### config.mk
export PLATFORM = sky130hd
export DESIGN_NAME = hfs_front
export DESIGN_NICKNAME = d
export VERILOG_FILES = /design/src/hw/rtl/hfs_pkg.sv /design/src/hw/rtl/hfs_front.sv
export SDC_FILE = /design/constraint.sdc
export NUM_CORES = 1
export LEC_CHECK = 0
export BUFFER_PORTS_ARGS = -buffer_cell sky130_fd_sc_hd__buf_2
export CAP_MARGIN = 10
export CORE_MARGIN = 2
export CORE_UTILIZATION = 25
export CTS_CLUSTER_SIZE = 20
export DETAILED_ROUTE_END_ITERATION = 10
export GPL_TIMING_DRIVEN = 0
export RECOVER_POWER = 25
export SLEW_MARGIN = 20
export SYNTH_ARGS = -nofsm -noshare
export SYNTH_HDL_FRONTEND = slang
export SYNTH_SLANG_ARGS = --single-unit
### constraint.sdc
create_clock -name i_clk -period 14.4 [get_ports i_clk]
set_input_delay 1.44 -clock i_clk [delete_from_list [all_inputs] [get_ports i_clk]]
set_output_delay 1.44 -clock i_clk [all_outputs]
set_load 0.005 [all_outputs]
### src/hw/rtl/hfs_pkg.sv
// Shared types, constants and arithmetic helpers for the flux stencil block.
package hfs_pkg;

    localparam int INNER_X = 32;
    localparam int INNER_Y = 32;
    localparam int INNER_Z = 32;
    localparam int HALO = 4;
    localparam int PAD_X = INNER_X + 2 * HALO;
    localparam int PAD_Y = INNER_Y + 2 * HALO;
    localparam int PAD_Z = INNER_Z + 2 * HALO;
    localparam int WIN_PLANES = 8;
    localparam int PLANE_SZ = PAD_Y * PAD_Z;
    localparam int WIN_DEPTH = WIN_PLANES * PLANE_SZ;
    localparam int ADDR_W = $clog2(WIN_DEPTH);
    localparam int POS_W = 6;
    localparam int ACC_W = 52;
    localparam int PROD_W = 48;

    localparam logic [2:0] REG_COEF_ONE = 3'd0;
    localparam logic [2:0] REG_COEF_TWO = 3'd1;
    localparam logic [2:0] REG_COEF_THREE = 3'd2;
    localparam logic [2:0] REG_COEF_FOUR = 3'd3;
    localparam logic [2:0] REG_INV_X = 3'd4;
    localparam logic [2:0] REG_INV_Y = 3'd5;
    localparam logic [2:0] REG_INV_Z = 3'd6;

    typedef struct packed {
        logic signed [31:0] momentum_x;
        logic signed [31:0] momentum_y;
        logic signed [31:0] momentum_z;
        logic signed [31:0] total_energy;
        logic signed [31:0] velocity_x;
        logic signed [31:0] velocity_y;
        logic signed [31:0] velocity_z;
        logic signed [31:0] pressure_in;
    } t_in_item;

    typedef struct packed {
        logic signed [31:0] flux_mass;
        logic signed [31:0] flux_mom_x;
        logic signed [31:0] flux_mom_y;
        logic signed [31:0] flux_mom_z;
        logic signed [31:0] flux_energy;
        logic               last_point;
    } t_out_item;

    // Field n of a point sits at index n.
    typedef logic [7:0][31:0] t_point;

    typedef struct packed {
        logic [3:0][31:0] coef;
        logic [2:0][31:0] inv;
    } t_cfg;

    typedef struct packed {
        t_point           pt;
        logic [POS_W-1:0] x;
        logic [POS_W-1:0] y;
        logic [POS_W-1:0] z;
        logic             interior;
        logic             last;
    } t_job;

    function automatic t_point to_point(input t_in_item it);
        t_point p;
        p[0] = it.momentum_x;
        p[1] = it.momentum_y;
        p[2] = it.momentum_z;
        p[3] = it.total_energy;
        p[4] = it.velocity_x;
        p[5] = it.velocity_y;
        p[6] = it.velocity_z;
        p[7] = it.pressure_in;
        return p;
    endfunction

    // Q16.16 product, floor rounding.
    function automatic logic signed [PROD_W-1:0] fmul(input logic signed [31:0] a,
                                                      input logic signed [31:0] b);
        logic signed [63:0] pr;
        pr = a * b;
        return PROD_W'(pr >>> 16);
    endfunction

    function automatic logic signed [31:0] sat32(input logic signed [ACC_W-1:0] v);
        logic signed [ACC_W-1:0] hi;
        logic signed [ACC_W-1:0] lo;
        hi = ACC_W'(64'sd2147483647);
        lo = -ACC_W'(64'sd2147483648);
        if (v > hi) return 32'h7fffffff;
        if (v < lo) return 32'h80000000;
        return v[31:0];
    endfunction

    function automatic logic [ADDR_W-1:0] win_addr(input logic [2:0] plane,
                                                   input logic [POS_W-1:0] y,
                                                   input logic [POS_W-1:0] z);
        return ADDR_W'(plane) * ADDR_W'(PLANE_SZ) + ADDR_W'(y) * ADDR_W'(PAD_Z)
               + ADDR_W'(z);
    endfunction

endpackage

### src/hw/rtl/hfs_front.sv
// Front end: tracks raster position, classifies points, queues jobs.
module hfs_front (
    input  logic              i_clk,
    input  logic              i_rst_n,
    input  logic              i_push,
    input  hfs_pkg::t_in_item i_item,
    output logic              o_full,
    output logic              o_job_valid,
    output hfs_pkg::t_job     o_job,
    input  logic              i_job_pop
);
    import hfs_pkg::*;

    logic [POS_W-1:0] r_x, r_y, r_z;
    t_job             r_q [2];
    logic             r_wp, r_rp;
    logic [1:0]       r_cnt;
    logic             acc_in;
    logic [POS_W-1:0] cx;
    t_job             job;

    assign o_full = (r_cnt == 2'd2);
    assign acc_in = i_push && !o_full;
    assign cx = r_x - POS_W'(4);

    always_comb begin
        job.pt = to_point(i_item);
        job.x = r_x;
        job.y = r_y;
        job.z = r_z;
        job.interior = (r_x >= POS_W'(4)) && (cx >= POS_W'(HALO))
                       && (cx < POS_W'(HALO + INNER_X))
                       && (r_y >= POS_W'(HALO)) && (r_y < POS_W'(HALO + INNER_Y))
                       && (r_z >= POS_W'(HALO)) && (r_z < POS_W'(HALO + INNER_Z));
        job.last = (cx == POS_W'(HALO + INNER_X - 1)) && (r_y == POS_W'(HALO + INNER_Y - 1))
                   && (r_z == POS_W'(HALO + INNER_Z - 1));
    end

    always_ff @(posedge i_clk) begin
        if (!i_rst_n) begin
            r_x <= '0;
            r_y <= '0;
            r_z <= '0;
            r_wp <= 1'b0;
            r_rp <= 1'b0;
            r_cnt <= '0;
        end else begin
            if (acc_in) begin
                r_wp <= !r_wp;
                // advance raster position, z fastest
                if (r_z == POS_W'(PAD_Z - 1)) begin
                    r_z <= '0;
                    if (r_y == POS_W'(PAD_Y - 1)) begin
                        r_y <= '0;
                        r_x <= (r_x == POS_W'(PAD_X - 1)) ? '0 : r_x + POS_W'(1);
                    end else begin
                        r_y <= r_y + POS_W'(1);
                    end
                end else begin
                    r_z <= r_z + POS_W'(1);
                end
            end
            if (i_job_pop) begin
                r_rp <= !r_rp;
            end
            r_cnt <= r_cnt + 2'(acc_in) - 2'(i_job_pop);
        end
    end

    always_ff @(posedge i_clk) begin
        if (acc_in) begin
            r_q[r_wp] <= job;
        end
    end

    assign o_job_valid = (r_cnt != 2'd0);
    assign o_job = r_q[r_rp];
endmodule

After elaboration in Yosys (flattened, before gate mapping)
Memory sizes are Yosys's and may differ from the RTL's. A register that Yosys moved wholly into a read port is not among the register bits.
Cells that the tools add are included.
- register bits after elaboration: 22
- bits in writable memories: 552
- input bits: 260
- output and inout port bits: 278
- word-level logic and storage cells: 49
- memories: 1
- memories (memory ; words ; bits a word ; rd ports ; clocked after Yosys merged registers in ; write ports ; RTL line ; RTL):
    r_q ; 2 ; 276 ; 1 ; 1 ; 1 ; hfs_front.sv:15 ; t_job r_q [2];
- add/subtract/negate cells: 6
- $lt $le $gt $ge: 7
- equality and inequality tests: 7
- mux-type cells: 7
- reduce and logical (&&, ||, !) cells: 15
- operator list (kind ; count):
    equality test 6 bit (second input constant) ; 6
    greater-or-equal comparator 6 x 3 -> 1 bit (second input constant) ; 4
    adder 6 x 1 -> 6 bit (second input constant) ; 3
    less-than comparator 6 bit (second input constant) ; 3
    two-way mux 6 bit ; 3
    logical AND 1 bit ; 9
    subtractor 6 x 3 -> 6 bit (second input constant) ; 1
    two-way mux 1 bit ; 4
    zero test 1 bit ; 3
    AND reduction 3 bit ; 1
    adder 2 x 1 -> 2 bit ; 1
    equality test 2 bit (second input constant) ; 1
    AND reduction 2 bit ; 1
    nonzero test 2 bit ; 1
    subtractor 2 x 1 -> 2 bit ; 1

Longest topological paths before layout
- depth after elaboration: 8
- gate-level depth with buffers: 9
- depth with buffers taken out: 8

Worst setup path before layout
Ideal clock, no wire load.
- kind: input-to-reg
- start point: in i_push
- end point: mem r_q[0][0] (netlist name) (enable)
- setup time: 920 ps
- arrival: 13322 ps
- required time: 13480 ps
- path slack: 158 ps
- stages: 3
- cells stage by stage: clkbuf_1 > nand2_1 > nor2_1
- word-level cells in the longest chain between the ends: 3
- RTL lines (item ; RTL line ; RTL):
    start: declaration ; hfs_front.sv:5 ; input logic i_push,
    logical AND 1 bit ; hfs_front.sv:23 ; assign acc_in = i_push && !o_full;
    two-way mux 1 bit ; hfs_front.sv:71 ; if (acc_in) begin
    two-way mux 1 bit (implied by the code) ; hfs_front.sv:72 ; r_q[r_wp] <= job;
    end: declaration ; hfs_front.sv:15 ;
No other way between the ends.

==> flow_metrics.py <==
metrics = {
    "critical_path": {
        "startpoint_type": "flop",
        "crit_family": "buffers and inverters",
        "timing.rr.end": "r_q[0][139]",
        "crit_slowest_cell": "clkbuf_1",
        "rr_startpoint": "r_cnt[0]",
        "path_class": "flop to output pin",
        "rr_worst_depth": 9,
        "timing.critical_path.to": "o_job[192]",
        "cp.required_ps": 12960,
        "path_buf_inv": 4,
        "crit_chain": "clkbuf_1, clkbuf_1, clkbuf_1, mux2_2, buf_2",
        "endpoint_kind": "output pin",
        "crit_path_max_fanout": 10,
        "max_stage_delay_ps": 770,
        "worst_ep_arrival_time_ps": 3620,
        "critical_path_depth": 5,
        "reg2reg_slack_ps": 11510,
        "crit_path_frequent_cell": "clkbuf_1",
    },
    "floorplanning": {
        "start_util_pct": 25.2,
        "core_area_um2": 83400,
        "top_level_ports": 538,
        "die-area_um2": 86500,
        "die_h_um": 294,
        "die_w_um": 294,
        "fp-row-count": 106,
    },
    "global_route": {
        "grt.busiest_layer": "met2",
        "gr-usage-met2_pct": 19.0,
        "use_met1_pct": 11.7,
        "antenna_found_initial": 5,
        "grt_usage_pct": 10.6,
        "grt_pass1_wl_um": 70500,
        "grt_max_degree": 55,
        "grt_pass1_vias": 12000,
        "gr-usage-met3_pct": 3.15,
        "grt_overflow": 0,
    },
    "clock_network": {
        "clk_latency_ps": 610,
        "cts-root-buf": "clkbuf_16",
        "cts.repair.resized": 0,
        "cts_tree": "done",
        "cts_max_level": 2,
        "clkSlewWorstSetupHoldPaths_ps": 60,
        "clk_path_buf_depth": 3,
        "cts_buffers": 60,
        "cts_sinks": 575,
        "hold_buffers": 0,
        "cts_setup_buffers": 0,
    },
    "yosys": {
        "synth_mux_area_share_pct": 14.8,
        "synth_seq_area_share_pct": 81.0,
        "yosys.area_share.adder_pct": 0.476,
        "synth_compound_area_share_pct": 0.571,
        "synth_top_family_by_area": "multiplexers",
        "ys_types": 36,
        "synth_area_per_cell_um2": 20.9,
        "synthSimpleGateAreaFrac_pct": 1.70,
        "yosys.area_share.xor_xnor_pct": 0.583,
        "yosys_warnings": 0,
        "synth_nets": 1272,
        "postSynthCellCount": 1004,
        "yosys_register_bits": 575,
        "syn_area_um2": 21000,
    },
    "placement": {
        "hpwl_um": 35000,
        "dp_cells": 2637,
        "globalplace.congestion": 0.757,
        "port_buffers": 536,
    },
    "status": {
        "status": "complete, no violations",
    },
    "pwr": {
        "power.density_nw_per_um2": 162,
        "leakage_uw": 0.00978,
        "peakVddDrop_mv": 0.0920,
    },
    "timing": {
        "hold_viol_final": 0,
        "fmax_mhz": 198,
        "fin_crit_ps": 5060,
        "skew_ps": 20.2,
        "setup_violations": 0,
        "rsz0062_at_grt": "no",
        "relSlewSlack_pct": 30.7,
        "fin_crit_sh_pct": 35.2,
        "slew_viol_final": 0,
        "whs_ps": 515,
        "worst_slew_pin_slew_ps": 1040,
    },
    "routing": {
        "wl_per_cell_um": 17.6,
        "via_per_inst": 4.12,
        "vias": 11300,
        "drt_first_pass_iters": 4,
        "drc": 0,
        "ant_nets": 0,
        "drt_iter0_drc": 477,
        "wirelength_um": 48500,
    },
    "flow_run": {
        "max_cap_viol_count": 0,
    },
    "final_layout": {
        "synthToLayoutAreaGrowth_pct": 30.4,
        "fillers": 8055,
        "fin_nets": 1887,
        "final-instance-count-excl-fill": 2753,
        "drive_gt1_share_pct": 51.6,
    },
    "hold_path": {
        "hold_class": "flop to flop",
        "min_from": "r_rp",
    },
}
-- how the worst min path moves through the flow --
stage                      end  slack, ps  cells past startpoint
after global routing      flop        550                      2
after floorplan           flop        480                      2
after CTS                 flop        520                      2
final                     flop        520                      2
after global placement    r_rp        500                      2
after detailed placement  flop        510                      2
-- worst register-to-register path, stage by stage (launching register included) --
cell,delay [ps]
dfxtp_1,340
nand2b_1,110
buf_4,160
nand2_1,180
nor2_4,660
buf_12,280
buf_16,200
buf_16,180
buf_12,210
buf_12,220
-- report_power, final --
| part | internal (µW) | switching (µW) | leakage [µW] |
|---|---|---|---|
| combinational | 323 | 379 | 0.00346 |
| sequential | 2120 | 51.9 | 0.00535 |
| clock | 911 | 643 | 0.000969 |
| total | 3360 | 1070 | 0.00978 |
-- cell type report --
| class | instances | area (µm²) | area share [%] |
|---|---|---|---|
| clock buffers | 71 | 1590 | 5.78 |
| diodes | 2 | 5.00 | 0.0183 |
| well taps | 1080 | 1350 | 4.93 |
| clock inverters | 43 | 412 | 1.50 |
| multi-input cells | 383 | 3830 | 14.0 |
| flip-flops and latches | 575 | 17000 | 62.1 |
| inverters | 11 | 41.3 | 0.151 |
| plain buffers | 35 | 136 | 0.497 |
| repair buffers | 553 | 3020 | 11.0 |
-- registers in the layout, summed over array words and instances (netlist names), named ones only --
name   flops
r_x        6
r_y        6
r_q      552
r_cnt      2
r_rp       1
r_z        6
r_wp       1
-- cell usage after synthesis --
library cell | count | area, µm²
edfxtp_1 | 552 | 16600
mux2_2 | 276 | 3110
clkbuf_1 | 33 | 124
dfxtp_1 | 23 | 460
nor2_1 | 15 | 56.3
inv_1 | 10 | 37.5
nand2_1 | 10 | 37.5
a21oi_1 | 8 | 40.0
ha_1 | 8 | 100
nand3_1 | 8 | 40.0
nor3_1 | 7 | 35.0
xnor2_1 | 7 | 61.3
xor2_1 | 7 | 61.3
and3_1 | 5 | 31.3
nand4_1 | 4 | 25.0
o21ai_0 | 4 | 20.0
or3_1 | 3 | 18.8
and2_1 | 2 | 12.5
and4_1 | 2 | 17.5
nand2b_1 | 2 | 12.5
o31ai_1 | 2 | 15.0
or4_1 | 2 | 15.0
a211o_1 | 1 | 8.76
a311oi_1 | 1 | 8.76
a32o_1 | 1 | 10.0
a41oi_1 | 1 | 8.76
buf_2 | 1 | 5.00
buf_4 | 1 | 7.51
inv_2 | 1 | 3.75
mux2i_1 | 1 | 10.0
nand3b_1 | 1 | 7.51
nand4bb_4 | 1 | 27.5
nor4_1 | 1 | 6.26
nor4b_1 | 1 | 8.76
o2111ai_1 | 1 | 8.76
or2_2 | 1 | 6.26
-- metal layers --
layer	wire (µm)	share of wire (%)	up-vias
met5	24	0.050	-
met4	1730	3.6	4
met3	3500	7.2	107
met2	25100	52	368
met1	18100	37	5646
li1	-	-	5206
-- cell usage in the layout (no fill, tap or decap), types with 2 or more instances in the layout --
cell,netlist,final
inv_1,10,10
edfxtp_1,552,552
dfxtp_1,23,23
diode_2,0,2
nor2_1,15,14
nand4_1,4,4
and3_1,5,4
a21oi_1,8,8
xor2_1,7,7
nand2b_1,2,2
nor3_1,7,7
clkinv_1,0,15
ha_1,8,8
nand2_1,10,10
clkbuf_1,33,105
and4_1,2,2
clkinv_2,0,11
clkbuf_16,0,62
nand3_1,8,8
buf_12,0,7
o31ai_1,2,2
inv_6,0,2
clkinvlp_4,0,4
or3_1,3,3
buf_2,1,474
bufinv_16,0,7
buf_16,0,10
o21ai_0,4,4
mux2_2,276,276
clkinv_4,0,3
or4_1,2,2
and2_1,2,2
xnor2_1,7,7
-- logic make-up after synthesis --
family | count (synthesis)
flops | 575
mux | 277
simple gates | 65
buf+inv | 46
compound gates | 19
xor+xnor | 14
fa+ha+maj | 8
-- stage by stage --
step	TNS [ps]	util [%]	area, µm²	total power (µW)	setup WS, ps
after CTS	0	33.0	27500	4500	8960
after floorplan	0	-	21000	2640	158
final	0	32.9	27400	4430	9340
after global routing	0	32.9	27400	4620	8930
after detailed placement	0	30.6	25500	2930	9670
after global placement	-1728050	30.0	25100	3020	-6300
Power figures use the tool's default switching activity.
